File: config.mk
export PLATFORM = sky130hd
export DESIGN_NAME = mass_action_propensity_core
export DESIGN_NICKNAME = d
export VERILOG_FILES = /design/src/rtl/mapc_pkg.sv /design/src/rtl/mapc_regs.sv /design/src/rtl/mapc_ctrl.sv /design/src/rtl/mapc_dp.sv /design/src/rtl/mass_action_propensity_core.sv
export SDC_FILE = /design/constraint.sdc
export NUM_CORES = 2
export LEC_CHECK = 0
export CAP_MARGIN = 20
export CORE_ASPECT_RATIO = 2
export CORE_UTILIZATION = 50
export CTS_BUF_LIST = sky130_fd_sc_hd__clkbuf_8
export DETAILED_ROUTE_END_ITERATION = 6
export DONT_BUFFER_PORTS = 1
export GPL_ROUTABILITY_DRIVEN = 0
export HOLD_SLACK_MARGIN = 0.12
export SYNTH_ARGS = -nofsm -noshare
export SYNTH_HDL_FRONTEND = slang
export SYNTH_SLANG_ARGS = --single-unit
File: constraint.sdc
create_clock -name clk -period 17.2 [get_ports clk]
set_clock_uncertainty 0.05 [all_clocks]
set_input_delay 1.72 -clock clk [delete_from_list [all_inputs] [get_ports clk]]
set_output_delay 1.72 -clock clk [all_outputs]
set_load 0.01 [all_outputs]
File: src/rtl/mapc_pkg.sv
// mapc_pkg: shared types and constants of the mass-action propensity core
// used by the register block, controller, datapath, top level and checker
// no dependencies
package mapc_pkg;

  localparam int CNT_W     = 16;   // species_count field width
  localparam int ORD_W     = 4;    // reaction_order field width
  localparam int RATE_W    = 32;
  localparam int PROD_W    = 64;
  localparam int HALF_W    = 32;
  localparam int ACC_W     = 128;
  localparam int DIGIT_W   = 8;    // quotient bits per divide cycle
  localparam int DIV_W     = 72;   // dividend bits, a multiple of DIGIT_W
  localparam int DIV_STEPS = DIV_W / DIGIT_W;
  localparam int MUL_STEPS = 4;    // 32x32 partial products per 64x64 multiply
  localparam int ADDR_W    = 3;
  localparam int DATA_W    = 32;
  localparam int CYC_W     = 4;

  localparam logic [0:0] REG_RATE = 1'b0;
  localparam logic [0:0] REG_INF  = 1'b1;

  typedef struct packed {
    logic [CNT_W-1:0] species_count;
    logic [ORD_W-1:0] reaction_order;
    logic             last_reactant;
  } in_item_t;

  typedef struct packed {
    logic [PROD_W-1:0] propensity;
    logic              overflowed;
    logic              infinite;
  } out_item_t;

  typedef enum logic {
    SEL_BIN,
    SEL_PROD
  } mul_sel_t;

  typedef struct packed {
    logic     load_item;
    logic     prep;
    logic     mul_ld;
    mul_sel_t mul_sel;
    logic     mul_go;
    logic     acc_go;
    logic [1:0] pp_idx;
    logic     div_chk;
    logic     div_go;
    logic     bin_upd;
    logic     prod_fin;
    logic     emit;
  } cmd_t;

  typedef struct packed {
    logic bin_done;
    logic div_sat;
    logic last;
  } stat_t;

endpackage

File: src/rtl/mapc_regs.sv
// mapc_regs: configuration registers behind the apb-style port
// depends on mapc_pkg
module mapc_regs (
  input  logic                        clk,
  input  logic                        rst_n,
  input  logic                        cfg_psel,
  input  logic                        cfg_penable,
  input  logic                        cfg_pwrite,
  input  logic [mapc_pkg::ADDR_W-1:0] cfg_paddr,
  input  logic [mapc_pkg::DATA_W-1:0] cfg_pwdata,
  output logic [mapc_pkg::DATA_W-1:0] cfg_prdata,
  output logic                        cfg_pready,
  output logic [mapc_pkg::RATE_W-1:0] rate_constant,
  output logic                        constant_is_infinite
);

  logic [mapc_pkg::RATE_W-1:0] rate_r;
  logic                        inf_r;
  logic                        wr_en;

  assign wr_en      = cfg_psel && cfg_penable && cfg_pwrite;
  assign cfg_pready = 1'b1;

  always_ff @(posedge clk) begin
    if (!rst_n) begin
      rate_r <= '0;
      inf_r  <= 1'b0;
    end else if (wr_en) begin
      case (cfg_paddr[2])
        mapc_pkg::REG_RATE: rate_r <= cfg_pwdata[mapc_pkg::RATE_W-1:0];
        mapc_pkg::REG_INF:  inf_r  <= cfg_pwdata[0];
        default: ;
      endcase
    end
  end

  always_comb begin
    case (cfg_paddr[2])
      mapc_pkg::REG_RATE: cfg_prdata = rate_r;
      mapc_pkg::REG_INF:  cfg_prdata = {{(mapc_pkg::DATA_W-1){1'b0}}, inf_r};
      default:            cfg_prdata = '0;
    endcase
  end

  assign rate_constant        = rate_r;
  assign constant_is_infinite = inf_r;

endmodule

File: src/rtl/mapc_ctrl.sv
// mapc_ctrl: sequencer for the binomial loop, shared multiplier and divider
// depends on mapc_pkg
module mapc_ctrl (
  input  logic            clk,
  input  logic            rst_n,
  input  logic            in_valid,
  output logic            in_ready,
  output logic            out_valid,
  input  logic            out_ready,
  input  mapc_pkg::stat_t stat,
  output mapc_pkg::cmd_t  cmd
);

  typedef enum logic [3:0] {
    ST_IDLE,
    ST_PREP,
    ST_BCHK,
    ST_BMUL,
    ST_BDLD,
    ST_BDIV,
    ST_BUPD,
    ST_PMUL,
    ST_PFIN,
    ST_EMIT
  } state_t;

  state_t                     state_r, state_nxt;
  logic [mapc_pkg::CYC_W-1:0] cnt_r, cnt_nxt;
  logic                       out_valid_r, out_valid_nxt;

  always_comb begin
    cmd           = '0;
    state_nxt     = state_r;
    cnt_nxt       = cnt_r;
    out_valid_nxt = out_valid_r && !out_ready;
    case (state_r)
      ST_IDLE: begin
        if (in_valid) begin
          cmd.load_item = 1'b1;
          state_nxt     = ST_PREP;
        end
      end
      ST_PREP: begin
        cmd.prep  = 1'b1;
        state_nxt = ST_BCHK;
      end
      ST_BCHK: begin
        cmd.mul_ld = 1'b1;
        cnt_nxt    = '0;
        if (stat.bin_done) begin
          cmd.mul_sel = mapc_pkg::SEL_PROD;
          state_nxt   = ST_PMUL;
        end else begin
          cmd.mul_sel = mapc_pkg::SEL_BIN;
          state_nxt   = ST_BMUL;
        end
      end
      ST_BMUL, ST_PMUL: begin
        // partial products issue in counts 0..3 and accumulate in counts 1..4
        cmd.mul_go = (cnt_r < mapc_pkg::CYC_W'(mapc_pkg::MUL_STEPS));
        cmd.acc_go = (cnt_r != '0);
        cmd.pp_idx = cnt_r[1:0];
        cnt_nxt    = cnt_r + 1'b1;
        if (cnt_r == mapc_pkg::CYC_W'(mapc_pkg::MUL_STEPS)) begin
          state_nxt = (state_r == ST_BMUL) ? ST_BDLD : ST_PFIN;
        end
      end
      ST_BDLD: begin
        cmd.div_chk = 1'b1;
        cnt_nxt     = '0;
        state_nxt   = stat.div_sat ? ST_BCHK : ST_BDIV;
      end
      ST_BDIV: begin
        cmd.div_go = 1'b1;
        cnt_nxt    = cnt_r + 1'b1;
        if (cnt_r == mapc_pkg::CYC_W'(mapc_pkg::DIV_STEPS - 1)) begin
          state_nxt = ST_BUPD;
        end
      end
      ST_BUPD: begin
        cmd.bin_upd = 1'b1;
        state_nxt   = ST_BCHK;
      end
      ST_PFIN: begin
        cmd.prod_fin = 1'b1;
        state_nxt    = stat.last ? ST_EMIT : ST_IDLE;
      end
      ST_EMIT: begin
        if (!out_valid_r || out_ready) begin
          cmd.emit      = 1'b1;
          out_valid_nxt = 1'b1;
          state_nxt     = ST_IDLE;
        end
      end
      default: state_nxt = ST_IDLE;
    endcase
  end

  always_ff @(posedge clk) begin
    if (!rst_n) begin
      state_r     <= ST_IDLE;
      cnt_r       <= '0;
      out_valid_r <= 1'b0;
    end else begin
      state_r     <= state_nxt;
      cnt_r       <= cnt_nxt;
      out_valid_r <= out_valid_nxt;
    end
  end

  assign in_ready  = (state_r == ST_IDLE);
  assign out_valid = out_valid_r;

endmodule

File: src/rtl/mapc_dp.sv
// mapc_dp: datapath with group state, shared 32x32 multiplier and radix-256 divider
// depends on mapc_pkg; driven by mapc_ctrl
module mapc_dp #(
  parameter int COUNT_BITS = 16,
  parameter int MAX_ORDER  = 15
) (
  input  logic                        clk,
  input  logic                        rst_n,
  input  mapc_pkg::in_item_t          in_data,
  input  logic [mapc_pkg::RATE_W-1:0] rate_constant,
  input  logic                        constant_is_infinite,
  input  mapc_pkg::cmd_t              cmd,
  output mapc_pkg::stat_t             stat,
  output mapc_pkg::out_item_t         out_data
);

  localparam int CW   = (COUNT_BITS < mapc_pkg::CNT_W) ? COUNT_BITS : mapc_pkg::CNT_W;
  localparam int KMAX = (MAX_ORDER < 15) ? MAX_ORDER : 15;
  localparam int PW   = mapc_pkg::PROD_W;
  localparam int HW   = mapc_pkg::HALF_W;
  localparam int AW   = mapc_pkg::ACC_W;
  localparam int DW   = mapc_pkg::DIV_W;
  localparam int GW   = mapc_pkg::DIGIT_W;
  localparam int OW   = mapc_pkg::ORD_W;

  logic [CW-1:0]  n_r, m_r;
  logic [OW-1:0]  k_r;
  logic [OW:0]    j_r;
  logic           last_r;
  logic [PW-1:0]  ans_r;
  logic           bsat_r;
  logic [PW-1:0]  rp_r;
  logic           ovf_r;
  logic           in_group_r;
  logic [PW-1:0]  a_r, b_r;
  logic [AW-1:0]  acc_r;
  logic [PW-1:0]  pp_r;
  logic [1:0]     sh_r;
  logic [DW-1:0]  div_r;
  logic [OW-1:0]  rem_r;
  mapc_pkg::out_item_t out_r;

  logic [OW-1:0]  k_in;
  logic [CW-1:0]  k_ext, nmk;
  logic [HW-1:0]  a_half, b_half;
  logic [GW-1:0]  q_digit;
  logic [OW-1:0]  rem_new;
  logic [OW:0]    trial;
  logic           prod_ovf;

  // clamp the order
  assign k_in  = (in_data.reaction_order > OW'(KMAX)) ? OW'(KMAX) : in_data.reaction_order;
  assign k_ext = CW'(k_r);
  assign nmk   = n_r - k_ext;

  assign a_half = cmd.pp_idx[0] ? a_r[PW-1:HW] : a_r[HW-1:0];
  assign b_half = cmd.pp_idx[1] ? b_r[PW-1:HW] : b_r[HW-1:0];

  // one quotient byte per cycle: eight narrow restoring steps
  always_comb begin
    rem_new = rem_r;
    q_digit = '0;
    trial   = '0;
    for (int i = 0; i < GW; i++) begin
      trial = {rem_new, div_r[DW-1-i]};
      if (trial >= {1'b0, j_r[OW-1:0]}) begin
        trial      = trial - {1'b0, j_r[OW-1:0]};
        q_digit[GW-1-i] = 1'b1;
      end
      rem_new = trial[OW-1:0];
    end
  end

  assign prod_ovf      = |acc_r[AW-1:PW];
  assign stat.bin_done = (j_r > {1'b0, k_r}) || bsat_r;
  assign stat.div_sat  = (acc_r[AW-1:PW] >= PW'(j_r));
  assign stat.last     = last_r;

  always_ff @(posedge clk) begin
    if (!rst_n) begin
      in_group_r <= 1'b0;
      rp_r       <= '0;
      ovf_r      <= 1'b0;
    end else begin
      if (cmd.load_item) begin
        n_r    <= in_data.species_count[CW-1:0];
        k_r    <= k_in;
        last_r <= in_data.last_reactant;
        if (!in_group_r) begin
          rp_r       <= PW'(rate_constant);
          ovf_r      <= 1'b0;
          in_group_r <= 1'b1;
        end
      end
      if (cmd.prep) begin
        j_r    <= (OW+1)'(1);
        m_r    <= n_r;
        bsat_r <= 1'b0;
        if (n_r < k_ext) begin
          ans_r <= '0;
          k_r   <= '0;
        end else begin
          ans_r <= PW'(1);
          if (k_ext > nmk) begin
            k_r <= nmk[OW-1:0];
          end
        end
      end
      if (cmd.mul_ld) begin
        acc_r <= '0;
        if (cmd.mul_sel == mapc_pkg::SEL_PROD) begin
          a_r <= rp_r;
          b_r <= ans_r;
        end else begin
          a_r <= ans_r;
          b_r <= PW'(m_r);
        end
      end
      if (cmd.mul_go) begin
        pp_r <= a_half * b_half;
        sh_r <= {1'b0, cmd.pp_idx[0]} + {1'b0, cmd.pp_idx[1]};
      end
      if (cmd.acc_go) begin
        acc_r <= acc_r + (AW'(pp_r) << {sh_r, 5'b0});
      end
      if (cmd.div_chk) begin
        if (stat.div_sat) begin
          ans_r  <= '1;
          bsat_r <= 1'b1;
        end else begin
          div_r <= acc_r[DW-1:0];
          rem_r <= '0;
        end
      end
      if (cmd.div_go) begin
        div_r <= {div_r[DW-GW-1:0], q_digit};
        rem_r <= rem_new;
      end
      if (cmd.bin_upd) begin
        ans_r <= div_r[PW-1:0];
        m_r   <= m_r - 1'b1;
        j_r   <= j_r + 1'b1;
      end
      if (cmd.prod_fin) begin
        rp_r  <= prod_ovf ? '1 : acc_r[PW-1:0];
        ovf_r <= ovf_r | prod_ovf | bsat_r;
      end
      if (cmd.emit) begin
        in_group_r <= 1'b0;
        if (constant_is_infinite) begin
          out_r.propensity <= '1;
          out_r.overflowed <= 1'b0;
          out_r.infinite   <= 1'b1;
        end else begin
          out_r.propensity <= rp_r;
          out_r.overflowed <= ovf_r;
          out_r.infinite   <= 1'b0;
        end
      end
    end
  end

  assign out_data = out_r;

endmodule

File: src/rtl/mass_action_propensity_core.sv
// mass_action_propensity_core: top level of the mass-action propensity core
// depends on mapc_pkg, mapc_regs, mapc_ctrl, mapc_dp
//
// usage: a reaction arrives as a group of input beats on in_*, one per
// reactant (species count, order, last flag). each beat's binomial C(n,k)
// is multiplied into a running product that starts at rate_constant
// (Q16.16, register 0); the beat marked last produces one result beat on
// out_* with the Q48.16 propensity, a saturation flag and the infinite
// flag (register 1 forces an all-ones infinite result).
// each beat runs up to k = min(order, count-order) binomial steps; each
// step multiplies on the shared 32x32 multiplier and then divides on the
// byte-wide divider, and the product update takes the multiplier again. one
// beat is in work at a time; in_ready is high only between beats.
// the result sits in an output register: the next group is accepted while
// it waits, and a stalled receiver only holds the core at the next result.
// reset (rst_n low, synchronous) clears the config registers, empties the
// output register and closes any open group.
module mass_action_propensity_core #(
  parameter int COUNT_BITS = 16,
  parameter int MAX_ORDER  = 15
) (
  input  logic                        clk,
  input  logic                        rst_n,
  input  logic                        in_valid,
  output logic                        in_ready,
  input  mapc_pkg::in_item_t          in_data,
  output logic                        out_valid,
  input  logic                        out_ready,
  output mapc_pkg::out_item_t         out_data,
  input  logic                        cfg_psel,
  input  logic                        cfg_penable,
  input  logic                        cfg_pwrite,
  input  logic [mapc_pkg::ADDR_W-1:0] cfg_paddr,
  input  logic [mapc_pkg::DATA_W-1:0] cfg_pwdata,
  output logic [mapc_pkg::DATA_W-1:0] cfg_prdata,
  output logic                        cfg_pready
);

  logic [mapc_pkg::RATE_W-1:0] rate_constant;
  logic                        constant_is_infinite;
  mapc_pkg::cmd_t              cmd;
  mapc_pkg::stat_t             stat;

  mapc_regs u_regs (
    .clk                  (clk),
    .rst_n                (rst_n),
    .cfg_psel             (cfg_psel),
    .cfg_penable          (cfg_penable),
    .cfg_pwrite           (cfg_pwrite),
    .cfg_paddr            (cfg_paddr),
    .cfg_pwdata           (cfg_pwdata),
    .cfg_prdata           (cfg_prdata),
    .cfg_pready           (cfg_pready),
    .rate_constant        (rate_constant),
    .constant_is_infinite (constant_is_infinite)
  );

  mapc_ctrl u_ctrl (
    .clk       (clk),
    .rst_n     (rst_n),
    .in_valid  (in_valid),
    .in_ready  (in_ready),
    .out_valid (out_valid),
    .out_ready (out_ready),
    .stat      (stat),
    .cmd       (cmd)
  );

  mapc_dp #(
    .COUNT_BITS (COUNT_BITS),
    .MAX_ORDER  (MAX_ORDER)
  ) u_dp (
    .clk                  (clk),
    .rst_n                (rst_n),
    .in_data              (in_data),
    .rate_constant        (rate_constant),
    .constant_is_infinite (constant_is_infinite),
    .cmd                  (cmd),
    .stat                 (stat),
    .out_data             (out_data)
  );

endmodule

After elaboration in Yosys (flattened, before gate mapping)
Index checks and enable logic that the tools add are counted.
Cells by class
  add/subtract/negate cells: 14
  reductions and logical operators: 31
  multipliers: 1
  equality and inequality tests: 17
  order comparisons: 14
  shift operators: 1
  bitwise operators: 4
  multiplexer cells: 78
Operators by type and width (number)
  $mux W64: 9
  $mux W128: 2
  $mux W72: 3
  $add A128 B128 Y128: 1
  $shl A64 B7 Y128: 1
  $mux W4: 23
  $ge A64 B5 Y1: 1
  $mul A32 B32 Y64: 1
  $mux W32: 2
  $pmux W32 S2: 1
  $reduce_or A64 Y1: 1
  $mux W16: 3
  $ge A5 B4 Y1: 8
  $pmux W4 S8: 1
  $sub A4 B4 Y4: 8
  $mux W1: 28
  $eq A4 B3 Y1 const B: 5
  $reduce_and A2 Y1: 9
  $gt A4 B16 Y1: 1
  $lt A16 B4 Y1: 1
  $sub A16 B1 Y16 const B: 1
  $sub A16 B4 Y16: 1
  $eq A4 B4 Y1 const B: 3
  $mux W5: 2
  other kinds (25): 44
Storage, ports and cells
  logic and storage cells: 186
  register bits: 679
  input bits: 63
  output and inout port bits: 101

Longest topological paths before layout
  word-level depth: 17
  mapped depth: 64

Cells and area by module
Synthesis repeated with hierarchy kept, for this count alone.
Unflattened totals
  cell total of the unflattened synthesis: 7450
  area total of the unflattened synthesis: 71755.1 µm²
Modules (own cells, without submodules)
  mapc_dp: seq. area each 18467.7 µm², area each 69490.4 µm², instances 1, cells an instance 7180
  mapc_regs: seq. area each 660.6 µm², area each 1580.3 µm², instances 1, cells an instance 181
  mapc_ctrl: seq. area each 180.2 µm², area each 684.4 µm², instances 1, cells an instance 89

Least setup slack after synthesis
OpenSTA, ideal clock, no wires.
  kind: flip-flop to flip-flop
  start point: register u_dp.j_r[1]
  end point: register u_dp.rem_r[1] (data pin)
  stages on the path, launching flop included: 64
  path buffers: 0
  path slack: 4.354 ns
  data required time: 16.884 ns
  setup time: 0.266 ns
  arrival time: 12.530 ns
  cells stage by stage: edfxtp_1 > inv_1 > ha_1 > nand4_1 > nand2_1 > nor2_4 > mux2_2 > ha_1 > or2_1 > a21oi_2 > a21oi_2 > a21oi_2 > mux2i_1 > ha_1 > or2_1 > a21oi_1 > a21oi_1 > a211oi_4 > [... 28 more ...] > ha_1 > nor2b_1 > o21ai_0 > nand2b_1 > a31o_2 > a21oi_1 > o211ai_2 > mux2i_4 > mux2i_1 > ha_1 > a21o_1 > a21o_1 > a31o_2 > a21o_1 > a211oi_1 > mux2i_2 > mux2i_1 > nor2_1
Between the ends
  longest elaborated chain between the ends: 17
  elaborated cells between the ends (all ways): 25
  classes of those cells: add/sub: 8; order compare: 8; mux: 9
Ends and longest elaborated chain
  start, declared: RTL line mapc_dp.sv:28  | logic [OW:0] j_r;
  start signal, assigned: RTL line mapc_dp.sv:96  | j_r <= (OW+1)'(1);
  start signal, assigned: RTL line mapc_dp.sv:142  | j_r <= j_r + 1'b1;
  $sub A4 B4 Y4 or $ge A5 B4 Y1 (tied branches): RTL line mapc_dp.sv:67, mapc_dp.sv:66
  $mux W4: RTL line mapc_dp.sv:66  | if (trial >= {1'b0, j_r[OW-1:0]}) begin
  $sub A4 B4 Y4 or $ge A5 B4 Y1 (tied branches): RTL line mapc_dp.sv:67, mapc_dp.sv:66
  $mux W4: RTL line mapc_dp.sv:66
  $sub A4 B4 Y4 or $ge A5 B4 Y1 (tied branches): RTL line mapc_dp.sv:67, mapc_dp.sv:66
  $mux W4: RTL line mapc_dp.sv:66
  $ge A5 B4 Y1 or $sub A4 B4 Y4 (tied branches): RTL line mapc_dp.sv:66, mapc_dp.sv:67
  $mux W4: RTL line mapc_dp.sv:66
  $sub A4 B4 Y4 or $ge A5 B4 Y1 (tied branches): RTL line mapc_dp.sv:67, mapc_dp.sv:66
  $mux W4: RTL line mapc_dp.sv:66
  $sub A4 B4 Y4 or $ge A5 B4 Y1 (tied branches): RTL line mapc_dp.sv:67, mapc_dp.sv:66
  $mux W4: RTL line mapc_dp.sv:66
  $ge A5 B4 Y1 or $sub A4 B4 Y4 (tied branches): RTL line mapc_dp.sv:66, mapc_dp.sv:67
  $mux W4: RTL line mapc_dp.sv:66
  $sub A4 B4 Y4 or $ge A5 B4 Y1 (tied branches): RTL line mapc_dp.sv:67, mapc_dp.sv:66
  $mux W4 (*): RTL line mapc_dp.sv:66
  $mux W4 (*): RTL line mapc_dp.sv:135  | if (cmd.div_go) begin
  end signal, assigned: RTL line mapc_dp.sv:137  | rem_r <= rem_new;
  end, declared: RTL line mapc_dp.sv:40  | logic [OW-1:0] rem_r;
Mark *: on every way between the ends. The rest lies on a longest branch, timed or not.
A chain may end at the register's enable or synchronous reset.

Final worst setup path
Same ends and word-level chain as after synthesis.

==> impl_metrics.toml <==
[logic_synthesis]
async_reset_ff_frac = 0
synth_edf_count = 571
syn-cell-area_sq_um = 71000
ys_types = 101
yosys-top-cells-area = "fa_1 (26%), edfxtp_1 (24%), ha_1 (7.8%)"
yosys_warnings = 0
synth_top_area_share = 0.256
yosysTopAreaCell = "fa_1"
synth_seq_cells = 679
ys_seq_area_frac = 0.272
synth_ff_type = "edfxtp_1"
syn_nets = 8881
synth_cells = 7468
avgSynthCellArea_sq_um = 9.51

[clock_network]
numCtsBuffers = 101
hold_buffers = 0
cts_buffer_depth = 3
htree_levels = 3
cts_root_buffer = "clkbuf_8"
clk_latency_ns = 0.86
cts_sinks = 679
clkTransAtPathRegs_ns = 0.07
cts_tree = "yes"
postCtsSetupBuffers = 0
cts_resized = 0

[critical_path]
crit_type = "reg -> reg"
cp_top_family = "compound AO/OA/AOI/OAI gates"
cp_num_buf_inv = 4
slowest_stage = "edfxtp_1"
worstPathMaxFanout = 11
crit_path_max_incr_delay_ns = 0.79
cp-end-kind = "flip-flop"
crit_end = "u_dp.rem_r[1]"
critPathLaunch = "u_dp.j_r[1]"
reg2reg_depth = 63
arrival_ns = 15.64
critPathMostFrequentCell = "ha_1"
reg2reg_slack_ns = 2.00
required_ns = 17.64
path_depth = 63
worstReg2RegEnd = "u_dp.rem_r[1]"
cp-start-kind = "flip-flop"
r2r_start = "u_dp.j_r[1]"

[detailed_routing]
route.detailed.drc = 0
wl_um = 254000
wl_per_cell_um = 27.5
vias = 55051
ant_nets = 0
first_iter_violations = 4413
first_pass_iters = 6
viasPerCell = 5.96

[floorplan]
coreArea_sq_um = 141000
start_util = 0.503
io_pins = 164
die_y_um = 535
die_w_um = 268
rows = 195
die-area_sq_um = 144000

[timing]
min_period_over_period = 0.884
fin_crit_ns = 15.20
rsz0062_at_grt = "false"
setup_viol_count_final = 0
maxSlewHeadroom = 0.166
hold_violations = 0
max_freq_mhz = 65.8
tns_ns = 0
worst_pin_slew_ns = 1.23
slew_violations = 0

[final_layout]
area_delta_synth_final_pct = 5.52
mostFrequentLayoutCells = "nand2_1 (1331), inv_1 (1087), fa_1 (906)"
fill_cells = 13199
finalInstanceArea_sq_um = 74900
design.final.nets = 8683
drive_gt1_frac = 0.0752
layout_commonest_cell = "nand2_1"

[global_routing]
overflow = 0
grt_max_degree = 108
grt_pass1_vias = 57596
grt_pass1_wl_um = 374000
antenna_found_initial = 9
grtUsageTotal = 0.361

[place]
dpl.hpwl_um = 196000
dpl_cell_area_sq_um = 72800
io_buffers = 0

[hold_path]
min_path_cells = 2
hold_path.class = "reg -> reg"

[flow_run]
max_cap_viol_count = 0

[status]
status = "finished clean"
==> cell usage after synthesis, drive strengths merged, types with 66 or more instances <==
library cell and count:
nand3 76, nor2b 97, mux2i 106, fa 906, nand4 66, a221o 69, edfxtp 571, xnor2 128
a21o 171, inv 1065, nor3 95, and2 138, ha 444, mux2 145, o21ai 154, a21oi 282
or2 85, nor2 502, clkbuf 366, nand2 1334, xor2 75, dfxtp 108
==> worst min-delay path, cell delays in order, from the launching register on <==
cell and delay [ns]:
dfxtp_1 0.32, nand2_1 0.05, a21oi_1 0.05
==> state kept, by name (all words and copies together) (netlist names), 5 cells and up <==
signal	count
u_dp.div_r	72
u_regs.rate_constant	32
u_dp.b_r	64
u_dp.acc_r	128
u_dp.j_r	5
u_dp.out_data	66
u_dp.rp_r	64
u_dp.m_r	16
u_dp.ans_r	64
u_dp.n_r	16
u_dp.a_r	64
u_dp.pp_r	64
==> area by class of cell <==
| type | instances | area [sq um] | area share |
|---|---|---|---|
| Sequential cell | 679 | 19300 | 0.258 |
| Antenna cell | 7 | 17.5 | 0.000234 |
| Timing Repair Buffer | 94 | 729 | 0.00974 |
| Clock buffer | 111 | 1530 | 0.0204 |
| Tap cell | 1871 | 2340 | 0.0313 |
| Multi-Input combinational cell | 5328 | 46400 | 0.620 |
| Inverter | 1066 | 4000 | 0.0534 |
| Clock inverter | 75 | 546 | 0.00728 |
==> through the flow <==
step / hold slack, ns / utilization / instances / setup WS (ns)
2_1_floorplan: 0.394 / - / 7468 / 4.35
3_3_place_gp: 0.408 / 0.516 / 9036 / 2.34
3_5_place_dp: 0.413 / 0.516 / 9036 / 2.24
4_1_cts: 0.422 / 0.531 / 9222 / 2.12
5_1_grt: 0.432 / 0.531 / 9227 / 1.06
6_report: 0.421 / 0.531 / 9231 / 2.00
==> how the worst min path moves through the flow <==
stage	startpoint	endpoint	slack [ns]
after floorplan	u_dp.in_group_r	u_dp.in_group_r	0.39
after global placement	u_regs.rate_constant[3]	u_regs.rate_constant[3]	0.41
after detailed placement	u_regs.rate_constant[21]	u_regs.rate_constant[21]	0.41
after CTS	u_regs.rate_constant[21]	u_regs.rate_constant[21]	0.42
after global routing	u_regs.rate_constant[4]	u_regs.rate_constant[4]	0.43
final	u_regs.rate_constant[4]	u_regs.rate_constant[4]	0.42
==> kinds of logic (layout without fill, tap and decap cells) <==
group,count (synthesis),after routing,synth area share
flops,679,679,0.272
other cells,1,8,0.0000528
buf+inv,1461,1346,0.0774
xor+xnor,203,203,0.0250
fa+ha+maj,1350,1350,0.334
simple gates,2510,2510,0.155
compound gates,1013,1013,0.0987
mux,251,251,0.0385
==> per-layer routing <==
metal | GRT usage | up-vias | wire, um
met3 | 0.0494 | 864 | 15300
met4 | 0.321 | 0 | 28100
met2 | 0.628 | 2479 | 128000
met1 | 0.378 | 27764 | 82400
met5 | 0 | - | 0
li1 | - | 23944 | -
Power is not shown: default switching activity piles up to over one toggle a cycle in this logic, so the estimate is an artifact.
